--- src/design/rlrw_pkg.sv ---
// Shared types and constants for the rate limiter with reversal wait.
package rlrw_pkg;

  localparam int STEP_LIMIT_WIDTH = 15;
  localparam int DEAD_BAND_WIDTH  = 15;
  localparam int WAIT_TICKS_WIDTH = 16;
  localparam int CFG_INDEX_WIDTH  = 2;
  localparam int CFG_DATA_WIDTH   = 16;

  typedef enum logic [CFG_INDEX_WIDTH-1:0] {
    REG_STEP_LIMIT = 2'd0,
    REG_DEAD_BAND  = 2'd1,
    REG_WAIT_TICKS = 2'd2
  } reg_index_t;

  localparam logic [STEP_LIMIT_WIDTH-1:0] STEP_LIMIT_RESET = 15'd256;
  localparam logic [DEAD_BAND_WIDTH-1:0]  DEAD_BAND_RESET  = 15'd1;
  localparam logic [WAIT_TICKS_WIDTH-1:0] WAIT_TICKS_RESET = 16'd0;

  // two's complement direction code: -1, 0, +1
  typedef enum logic [1:0] {
    DIR_ZERO = 2'b00,
    DIR_POS  = 2'b01,
    DIR_NEG  = 2'b11
  } dir_t;

  typedef struct packed {
    logic [STEP_LIMIT_WIDTH-1:0] step_limit;
    logic [DEAD_BAND_WIDTH-1:0]  dead_band;
    logic [WAIT_TICKS_WIDTH-1:0] wait_ticks;
  } cfg_t;

endpackage

--- src/design/rlrw_if.sv ---
// Channel interfaces: input samples, results and register writes.
interface rlrw_in_if #(parameter int VALUE_WIDTH = 16);
  logic                          valid;
  logic                          ready;
  logic signed [VALUE_WIDTH-1:0] target_value;
  modport source (output valid, output target_value, input ready);
  modport sink   (input valid, input target_value, output ready);
endinterface

interface rlrw_out_if #(parameter int VALUE_WIDTH = 16);
  logic                          valid;
  logic                          ready;
  logic signed [VALUE_WIDTH-1:0] limited_value;
  logic signed [VALUE_WIDTH-1:0] change_per_tick;
  logic signed [1:0]             direction;
  modport source (output valid, output limited_value, output change_per_tick,
                  output direction, input ready);
  modport sink   (input valid, input limited_value, input change_per_tick,
                  input direction, output ready);
endinterface

interface rlrw_cfg_if;
  logic                                   valid;
  logic                                   ready;
  logic [rlrw_pkg::CFG_INDEX_WIDTH-1:0]   index;
  logic [rlrw_pkg::CFG_DATA_WIDTH-1:0]    data;
  modport source (output valid, output index, output data, input ready);
  modport sink   (input valid, input index, input data, output ready);
endinterface

--- src/design/rlrw_cfg_regs.sv ---
// Configuration register file: step limit, dead band and wait ticks.
module rlrw_cfg_regs (
  input  logic               clk,
  input  logic               rst,
  rlrw_cfg_if.sink           cfg,
  output rlrw_pkg::cfg_t     regs
);

  assign cfg.ready = 1'b1;

  always_ff @(posedge clk) begin
    if (rst) begin
      regs.step_limit <= rlrw_pkg::STEP_LIMIT_RESET;
      regs.dead_band  <= rlrw_pkg::DEAD_BAND_RESET;
      regs.wait_ticks <= rlrw_pkg::WAIT_TICKS_RESET;
    end else if (cfg.valid) begin
      case (rlrw_pkg::reg_index_t'(cfg.index))
        rlrw_pkg::REG_STEP_LIMIT:
          regs.step_limit <= cfg.data[rlrw_pkg::STEP_LIMIT_WIDTH-1:0];
        rlrw_pkg::REG_DEAD_BAND:
          regs.dead_band <= cfg.data[rlrw_pkg::DEAD_BAND_WIDTH-1:0];
        rlrw_pkg::REG_WAIT_TICKS:
          regs.wait_ticks <= cfg.data[rlrw_pkg::WAIT_TICKS_WIDTH-1:0];
        default: ;
      endcase
    end
  end

endmodule

--- src/design/rlrw_step.sv ---
// One tick of the limiter: slew clamp, dead band and reversal wait decision.
module rlrw_step #(
  parameter int VALUE_WIDTH = 16,
  parameter int COUNT_WIDTH = 16
) (
  input  rlrw_pkg::cfg_t                regs,
  input  logic signed [VALUE_WIDTH-1:0] target_value,
  input  logic signed [VALUE_WIDTH-1:0] held_output,
  input  rlrw_pkg::dir_t                held_direction,
  input  logic [COUNT_WIDTH-1:0]        zero_time_count,
  output logic signed [VALUE_WIDTH-1:0] limited_value,
  output logic signed [VALUE_WIDTH-1:0] change_per_tick,
  output rlrw_pkg::dir_t                direction,
  output logic [COUNT_WIDTH-1:0]        zero_time_count_next
);

  localparam int MW = (VALUE_WIDTH > rlrw_pkg::STEP_LIMIT_WIDTH) ?
                      VALUE_WIDTH : rlrw_pkg::STEP_LIMIT_WIDTH;
  localparam int AW = MW + 2;
  localparam int CMPW = (COUNT_WIDTH > rlrw_pkg::WAIT_TICKS_WIDTH) ?
                        COUNT_WIDTH : rlrw_pkg::WAIT_TICKS_WIDTH;
  localparam longint VMAX_L = (longint'(1) <<< (VALUE_WIDTH - 1)) - 1;
  localparam logic signed [AW-1:0] VMAX = AW'(VMAX_L);
  localparam logic signed [AW-1:0] VMIN = AW'(-VMAX_L - 1);

  logic signed [AW-1:0]   tgt_x;
  logic signed [AW-1:0]   held_x;
  logic signed [AW-1:0]   lim_x;
  logic signed [AW-1:0]   eps_x;
  logic signed [AW-1:0]   delta;
  logic signed [AW-1:0]   sum;
  logic signed [AW-1:0]   y_x;
  logic signed [AW-1:0]   diff;
  logic signed [VALUE_WIDTH-1:0] y;
  logic                   near;
  logic                   pos;
  logic                   neg;
  logic                   hold_pos;
  logic                   hold_neg;
  logic                   wait_done;
  logic [COUNT_WIDTH-1:0] count_inc;

  always_comb begin
    tgt_x  = $signed({{(AW-VALUE_WIDTH){target_value[VALUE_WIDTH-1]}}, target_value});
    held_x = $signed({{(AW-VALUE_WIDTH){held_output[VALUE_WIDTH-1]}}, held_output});
    lim_x  = $signed({{(AW-rlrw_pkg::STEP_LIMIT_WIDTH){1'b0}}, regs.step_limit});
    eps_x  = $signed({{(AW-rlrw_pkg::DEAD_BAND_WIDTH){1'b0}}, regs.dead_band});

    delta = tgt_x - held_x;
    if (delta > lim_x) begin
      delta = lim_x;
    end else if (delta < -lim_x) begin
      delta = -lim_x;
    end

    sum = held_x + delta;
    if (sum > VMAX) begin
      y_x = VMAX;
    end else if (sum < VMIN) begin
      y_x = VMIN;
    end else begin
      y_x = sum;
    end
    y = y_x[VALUE_WIDTH-1:0];

    // change is taken before the zero forcing below
    diff = y_x - held_x;
    if (diff > VMAX) begin
      change_per_tick = VMAX[VALUE_WIDTH-1:0];
    end else if (diff < VMIN) begin
      change_per_tick = VMIN[VALUE_WIDTH-1:0];
    end else begin
      change_per_tick = diff[VALUE_WIDTH-1:0];
    end

    near = (y_x >= -eps_x) && (y_x <= eps_x);
    pos  = y_x > eps_x;
    neg  = y_x < -eps_x;
    hold_pos  = held_direction == rlrw_pkg::DIR_POS;
    hold_neg  = held_direction == rlrw_pkg::DIR_NEG;
    wait_done = CMPW'(zero_time_count) >= CMPW'(regs.wait_ticks);
    count_inc = (&zero_time_count) ? zero_time_count : zero_time_count + 1'b1;

    limited_value        = y;
    direction            = held_direction;
    zero_time_count_next = zero_time_count;
    if (near) begin
      direction            = rlrw_pkg::DIR_ZERO;
      zero_time_count_next = count_inc;
    end else if ((hold_pos && pos) || (hold_neg && neg)) begin
      zero_time_count_next = '0;
    end else if (!hold_neg && neg && wait_done) begin
      direction = rlrw_pkg::DIR_NEG;
    end else if (!hold_pos && pos && wait_done) begin
      direction = rlrw_pkg::DIR_POS;
    end else begin
      // reversal still waiting: force zero, keep direction
      limited_value        = '0;
      zero_time_count_next = count_inc;
    end
  end

endmodule

--- src/design/rate_limiter_reversal_wait_core.sv ---
// Slew-rate limiter with reversal dead time. Each input beat (a signed target) is
// captured in an input register, processed by combinational logic
// against the held output, direction and near-zero counter, and written to the
// result register; one result beat per input beat, one beat per cycle sustained
// while the receiver is ready. A beat waits in the input register while the
// result stalls; the held state is written with the result. Register writes
// take effect at once and should be made only while no beat is in flight.
module rate_limiter_reversal_wait_core #(
  parameter int VALUE_WIDTH = 16,
  parameter int COUNT_WIDTH = 16
) (
  input  logic  clk,
  input  logic  rst,
  rlrw_in_if.sink    sample_in,
  rlrw_out_if.source sample_out,
  rlrw_cfg_if.sink   cfg
);

  rlrw_pkg::cfg_t                regs;

  logic                          s1_valid;
  logic signed [VALUE_WIDTH-1:0] s1_target;
  logic                          advance;

  logic signed [VALUE_WIDTH-1:0] held_output;
  rlrw_pkg::dir_t                held_direction;
  logic [COUNT_WIDTH-1:0]        zero_time_count;

  logic signed [VALUE_WIDTH-1:0] limited_value_next;
  logic signed [VALUE_WIDTH-1:0] change_per_tick_next;
  rlrw_pkg::dir_t                direction_next;
  logic [COUNT_WIDTH-1:0]        zero_time_count_next;

  logic                          out_valid;
  logic signed [VALUE_WIDTH-1:0] out_limited;
  logic signed [VALUE_WIDTH-1:0] out_change;
  rlrw_pkg::dir_t                out_direction;

  rlrw_cfg_regs u_cfg (
    .clk  (clk),
    .rst  (rst),
    .cfg  (cfg),
    .regs (regs)
  );

  rlrw_step #(
    .VALUE_WIDTH (VALUE_WIDTH),
    .COUNT_WIDTH (COUNT_WIDTH)
  ) u_step (
    .regs                 (regs),
    .target_value         (s1_target),
    .held_output          (held_output),
    .held_direction       (held_direction),
    .zero_time_count      (zero_time_count),
    .limited_value        (limited_value_next),
    .change_per_tick      (change_per_tick_next),
    .direction            (direction_next),
    .zero_time_count_next (zero_time_count_next)
  );

  assign advance         = s1_valid && (!out_valid || sample_out.ready);
  assign sample_in.ready = !s1_valid || advance;

  always_ff @(posedge clk) begin
    if (rst) begin
      s1_valid <= 1'b0;
    end else if (sample_in.ready) begin
      s1_valid <= sample_in.valid;
    end
    if (sample_in.valid && sample_in.ready) begin
      s1_target <= sample_in.target_value;
    end
  end

  always_ff @(posedge clk) begin
    if (rst) begin
      held_output     <= '0;
      held_direction  <= rlrw_pkg::DIR_ZERO;
      zero_time_count <= '0;
    end else if (advance) begin
      held_output     <= limited_value_next;
      held_direction  <= direction_next;
      zero_time_count <= zero_time_count_next;
    end
  end

  always_ff @(posedge clk) begin
    if (rst) begin
      out_valid <= 1'b0;
    end else if (!out_valid || sample_out.ready) begin
      out_valid <= s1_valid;
    end
    if (advance) begin
      out_limited   <= limited_value_next;
      out_change    <= change_per_tick_next;
      out_direction <= direction_next;
    end
  end

  assign sample_out.valid           = out_valid;
  assign sample_out.limited_value   = out_limited;
  assign sample_out.change_per_tick = out_change;
  assign sample_out.direction       = $signed(out_direction);

  // result register always mirrors the state it was computed into
  a_held_matches_out: assert property (@(posedge clk) disable iff (rst)
    advance |=> (held_output == out_limited) && (held_direction == out_direction))
    else $error("held state differs from emitted result");

  // a captured target waits in place until it moves on
  a_s1_holds: assert property (@(posedge clk) disable iff (rst)
    (s1_valid && !advance) |=> (s1_valid && $stable(s1_target)))
    else $error("input stage lost or changed a pending beat");

  // a stalled result stays put
  a_out_holds: assert property (@(posedge clk) disable iff (rst)
    (out_valid && !sample_out.ready) |=> (out_valid && $stable(out_limited)))
    else $error("result register dropped a stalled beat");

endmodule

--- src/flat_wrapper.sv ---
// flat-port wrapper written by rule: the top's interface ports become plain ports
module rate_limiter_reversal_wait_core_flat 
#(
  parameter int VALUE_WIDTH = 16,
  parameter int COUNT_WIDTH = 16
)
  (clk, rst, sample_in_valid, sample_in_target_value, sample_in_ready, sample_out_valid, sample_out_limited_value, sample_out_change_per_tick, sample_out_direction, sample_out_ready, cfg_valid, cfg_index, cfg_data, cfg_ready);
  rlrw_in_if #(.VALUE_WIDTH(VALUE_WIDTH)) sample_in_i ();
  rlrw_out_if #(.VALUE_WIDTH(VALUE_WIDTH)) sample_out_i ();
  rlrw_cfg_if cfg_i ();
  input  logic clk;
  input  logic rst;
  input wire logic [$bits(sample_in_i.valid)-1:0] sample_in_valid;
  input wire logic [$bits(sample_in_i.target_value)-1:0] sample_in_target_value;
  output wire logic [$bits(sample_in_i.ready)-1:0] sample_in_ready;
  output wire logic [$bits(sample_out_i.valid)-1:0] sample_out_valid;
  output wire logic [$bits(sample_out_i.limited_value)-1:0] sample_out_limited_value;
  output wire logic [$bits(sample_out_i.change_per_tick)-1:0] sample_out_change_per_tick;
  output wire logic [$bits(sample_out_i.direction)-1:0] sample_out_direction;
  input wire logic [$bits(sample_out_i.ready)-1:0] sample_out_ready;
  input wire logic [$bits(cfg_i.valid)-1:0] cfg_valid;
  input wire logic [$bits(cfg_i.index)-1:0] cfg_index;
  input wire logic [$bits(cfg_i.data)-1:0] cfg_data;
  output wire logic [$bits(cfg_i.ready)-1:0] cfg_ready;
  assign sample_in_i.valid = sample_in_valid;
  assign sample_in_i.target_value = sample_in_target_value;
  assign sample_in_ready = sample_in_i.ready;
  assign sample_out_valid = sample_out_i.valid;
  assign sample_out_limited_value = sample_out_i.limited_value;
  assign sample_out_change_per_tick = sample_out_i.change_per_tick;
  assign sample_out_direction = sample_out_i.direction;
  assign sample_out_i.ready = sample_out_ready;
  assign cfg_i.valid = cfg_valid;
  assign cfg_i.index = cfg_index;
  assign cfg_i.data = cfg_data;
  assign cfg_ready = cfg_i.ready;
  rate_limiter_reversal_wait_core #(.VALUE_WIDTH(VALUE_WIDTH), .COUNT_WIDTH(COUNT_WIDTH)) u_core (.clk(clk), .rst(rst), .sample_in(sample_in_i), .sample_out(sample_out_i), .cfg(cfg_i));
endmodule
--- config.mk ---
export PLATFORM = sky130hd
export DESIGN_NAME = rate_limiter_reversal_wait_core_flat
export DESIGN_NICKNAME = d
export VERILOG_FILES = /design/src/design/rlrw_pkg.sv /design/src/design/rlrw_if.sv /design/src/design/rlrw_cfg_regs.sv /design/src/design/rlrw_step.sv /design/src/design/rate_limiter_reversal_wait_core.sv /design/src/flat_wrapper.sv
export SDC_FILE = /design/constraint.sdc
export NUM_CORES = 1
export LEC_CHECK = 0
export BUFFER_PORTS_ARGS = -buffer_cell sky130_fd_sc_hd__buf_2
export CORE_UTILIZATION = 56
export CTS_BUF_LIST = sky130_fd_sc_hd__clkbuf_4 sky130_fd_sc_hd__clkbuf_8 sky130_fd_sc_hd__clkbuf_16
export DETAILED_ROUTE_END_ITERATION = 7
export GPL_TIMING_DRIVEN = 0
export PLACE_DENSITY = 0.75
export SETUP_SLACK_MARGIN = 0.5
export SLEW_MARGIN = 0
export SYNTH_ARGS = -nofsm -noshare
export SYNTH_HDL_FRONTEND = slang
export SYNTH_SLANG_ARGS = --single-unit
--- constraint.sdc ---
create_clock -name clk -period 25.9 [get_ports clk]
set_input_delay 1.295 -clock clk [delete_from_list [all_inputs] [get_ports clk]]
set_output_delay 1.295 -clock clk [all_outputs]
set_load 0.1 [all_outputs]
==> flow_summary.yaml <==
outcome:
  status: "finished with violations"
  violations: "DRC"
route:
  num_vias: 9663
  dr.first_iter.drc_count: 883
  wire_per_inst_um: 17.5
  firstDrtPassIters: 8
  antenna_left: 0
  drc: 6
  routed_wirelength_mm: 28.0
  viasPerCell: 6.04
cells_and_area:
  syn_to_final_growth_pct: 12.4
  multiInputGateArea_um2: 6810
  layout_commonest_cell: "nand2_1"
  layout_common_cells: "nand2_1 (157), ha_1 (132), a21oi_1 (121)"
  fillers: 1543
  final_cells: 1599
  diodes: 0
  nets: 1531
  fin_area_um2: 11800
  drive_above_1_share_pct: 10.7
  register_area_um2: 3140
yosys:
  synth_enable_flop_cells: 50
  muxShareOfSynthArea_pct: 1.43
  synth_compound_area_share_pct: 23.2
  yosysTopAreaCell: "ha_1"
  synthCells: 1263
  dominantRegCellSynth: "dfxtp_1"
  netlist.area_leader.share_pct: 15.7
  ys_seq_area_share_pct: 29.9
  synthSimpleGateAreaFrac_pct: 19.2
  syn_nets: 1437
  synth_seq_cells: 132
  synth_fa_ha_area_share_pct: 16.3
  synth_area_um2: 10500
  synth_area_leaders: "ha_1 (16%), dfxtp_1 (16%), edfxtp_1 (14%)"
  avgSynthCellArea_um2: 8.32
  synthXorXnorAreaFrac_pct: 4.73
  async_flop_share_pct: 0
  synth_top_family_by_area: "compound AO/OA/AOI/OAI gates"
  synthDistinctLibCells: 84
  yosys_warnings: 0
worst_setup_path:
  rrSetupSlack_ns: 12.69
  arrival_ns: 13.56
  crit_path_top_delay_cell: "o21ai_0"
  slowest_delay_ns: 0.94
  critPathMaxFanout: 10
  required_ns: 26.25
  cp-start-kind: "flip-flop"
  crit_type: "reg -> reg"
  end_kind: "flip-flop"
cts:
  cts-resized-gates: 0
  cts.path.max_buffers: 2
  clock_sinks: 132
  clk_latency_ns: 0.43
  cts_setup_buffers: 0
  clock_tree.root_cell: "clkbuf_16"
  clk_pin_slew_ns: 0.07
  numCtsBuffers: 17
  tritoncts: "yes"
  cts-hold-fix-buffers: 0
  htree_levels: 4
global_route:
  grt_usage_pct: 29.5
  gr-total-overflow: 0
  grt_pass1_vias: 8823
  grt_max_degree: 39
  antenna_found_initial: 0
  grt_pass1_wl_mm: 44.6
timing:
  final.period_utilization_pct: 51.0
  setup_viol: 0
  fmax_mhz: 75.7
  finalHoldViolCount: 0
  skew_ns: 0.0110
  tns_ns: 0
  grt_setup_unrepaired: "no"
  worstMarginPinSlew_ns: 1.21
  relSlewSlack_pct: 18.6
  slew_viol_final: 0
  min_period_ns: 13.21
worst_hold_path:
  hp-class: "reg -> reg"
placed_design:
  dp_cells: 1566
  port_buffers: 74
  dp_hpwl_mm: 21.8
  dpl_cell_area_um2: 11200
  place_congestion: 0.932
floorplanning:
  rows: 49
  fp.dieW_um: 139
  start_util_pct: 57.9
  design.core.area_um2: 18100
  dieArea_um2: 19300
  dieHeight_um: 139
  io_pins: 76
run:
  maxCapViolCount: 0
-- metrics by stage --
stage	hold WS [ns]	util [%]	setup slack, ns
3_5_place_dp	0.447	61.5	13.09
4_1_cts	0.457	65.0	12.97
6_report	0.458	65.1	12.69
3_3_place_gp	0.443	61.5	13.28
5_1_grt	0.474	65.1	11.94
2_1_floorplan	0.436	-	15.78
-- synth_stat cells (12+ instances only) --
library cell / instances
edfxtp_1: 50
dfxtp_1: 82
nor3_1: 23
o21a_1: 16
nor2b_1: 15
nand4_1: 19
o21ai_0: 63
a211oi_1: 16
nand2_1: 157
nand2b_1: 27
clkbuf_1: 21
mux2i_1: 15
a21oi_1: 121
o21ai_1: 15
a22o_1: 18
a21o_1: 37
xnor2_1: 41
xor2_1: 12
nand3_1: 29
nor2_1: 73
and2_1: 23
ha_1: 132
inv_1: 101
-- metal layers --
layer / track usage, % / share of wire, % / up-vias
met4: 10.4 / 2.5 / 0
met5: 0 / 0 / -
li1: - / - / 4763
met3: 5.87 / 7.2 / 52
met1: 40.9 / 47 / 4484
met2: 45.5 / 43 / 364
-- logic make-up (layout without fill, tap and decap cells) --
kind of cell | Yosys count | after routing
DFF | 132 | 132
and+or+nand+nor | 414 | 414
muxes | 15 | 15
xor gates and xnor gates | 55 | 55
AOI/OAI and AO/OA | 373 | 373
adders and majority gates | 135 | 135
other | 1 | 1
buffers and inverters | 138 | 245
-- cell type report --
type | count | share of cell area (%)
Tap cell | 229 | 2.42
Inverter | 105 | 3.34
Clock inverter | 14 | 1.51
Buffer | 33 | 1.34
Sequential cell | 132 | 26.6
Timing Repair Buffer | 75 | 3.30
Clock buffer | 18 | 3.81
Multi-Input combinational cell | 993 | 57.7
-- registers in the layout (all words and copies together), names as in the netlist --
| register | count |
|---|---|
| u_core.zero_time_count | 16 |
| u_core.sample_out.valid | 1 |
| u_core.sample_out.change_per_tick | 16 |
| u_core.held_direction | 2 |
| u_core.sample_out.limited_value | 16 |
| u_core.sample_out.direction | 2 |
| u_core.s1_valid | 1 |
| u_core.u_cfg.regs | 46 |
| u_core.held_output | 16 |
| u_core.s1_target | 16 |
-- worst max-delay path: cells and delay by family (launching register included) --
kind            cells  cell delay (ns)
simple gates       13             2.23
fa+ha+maj           5             1.95
flops               1             0.58
xor+xnor            3             1.07
mux                 3             0.58
compound gates     22             5.67
buf+inv             3             1.03
-- final timing paths --
path,cells past startpoint,to,start
min reg2reg,2,u_core.u_cfg.regs[6],u_core.u_cfg.regs[6]
min,2,u_core.u_cfg.regs[6],u_core.u_cfg.regs[6]
max,49,u_core.zero_time_count[11],u_core.held_output[1]
max reg2reg,49,u_core.zero_time_count[11],u_core.held_output[1]
Power is left out: the tool's default activity adds up to more than one toggle a clock period on the data nets, which glitch-free logic cannot reach.
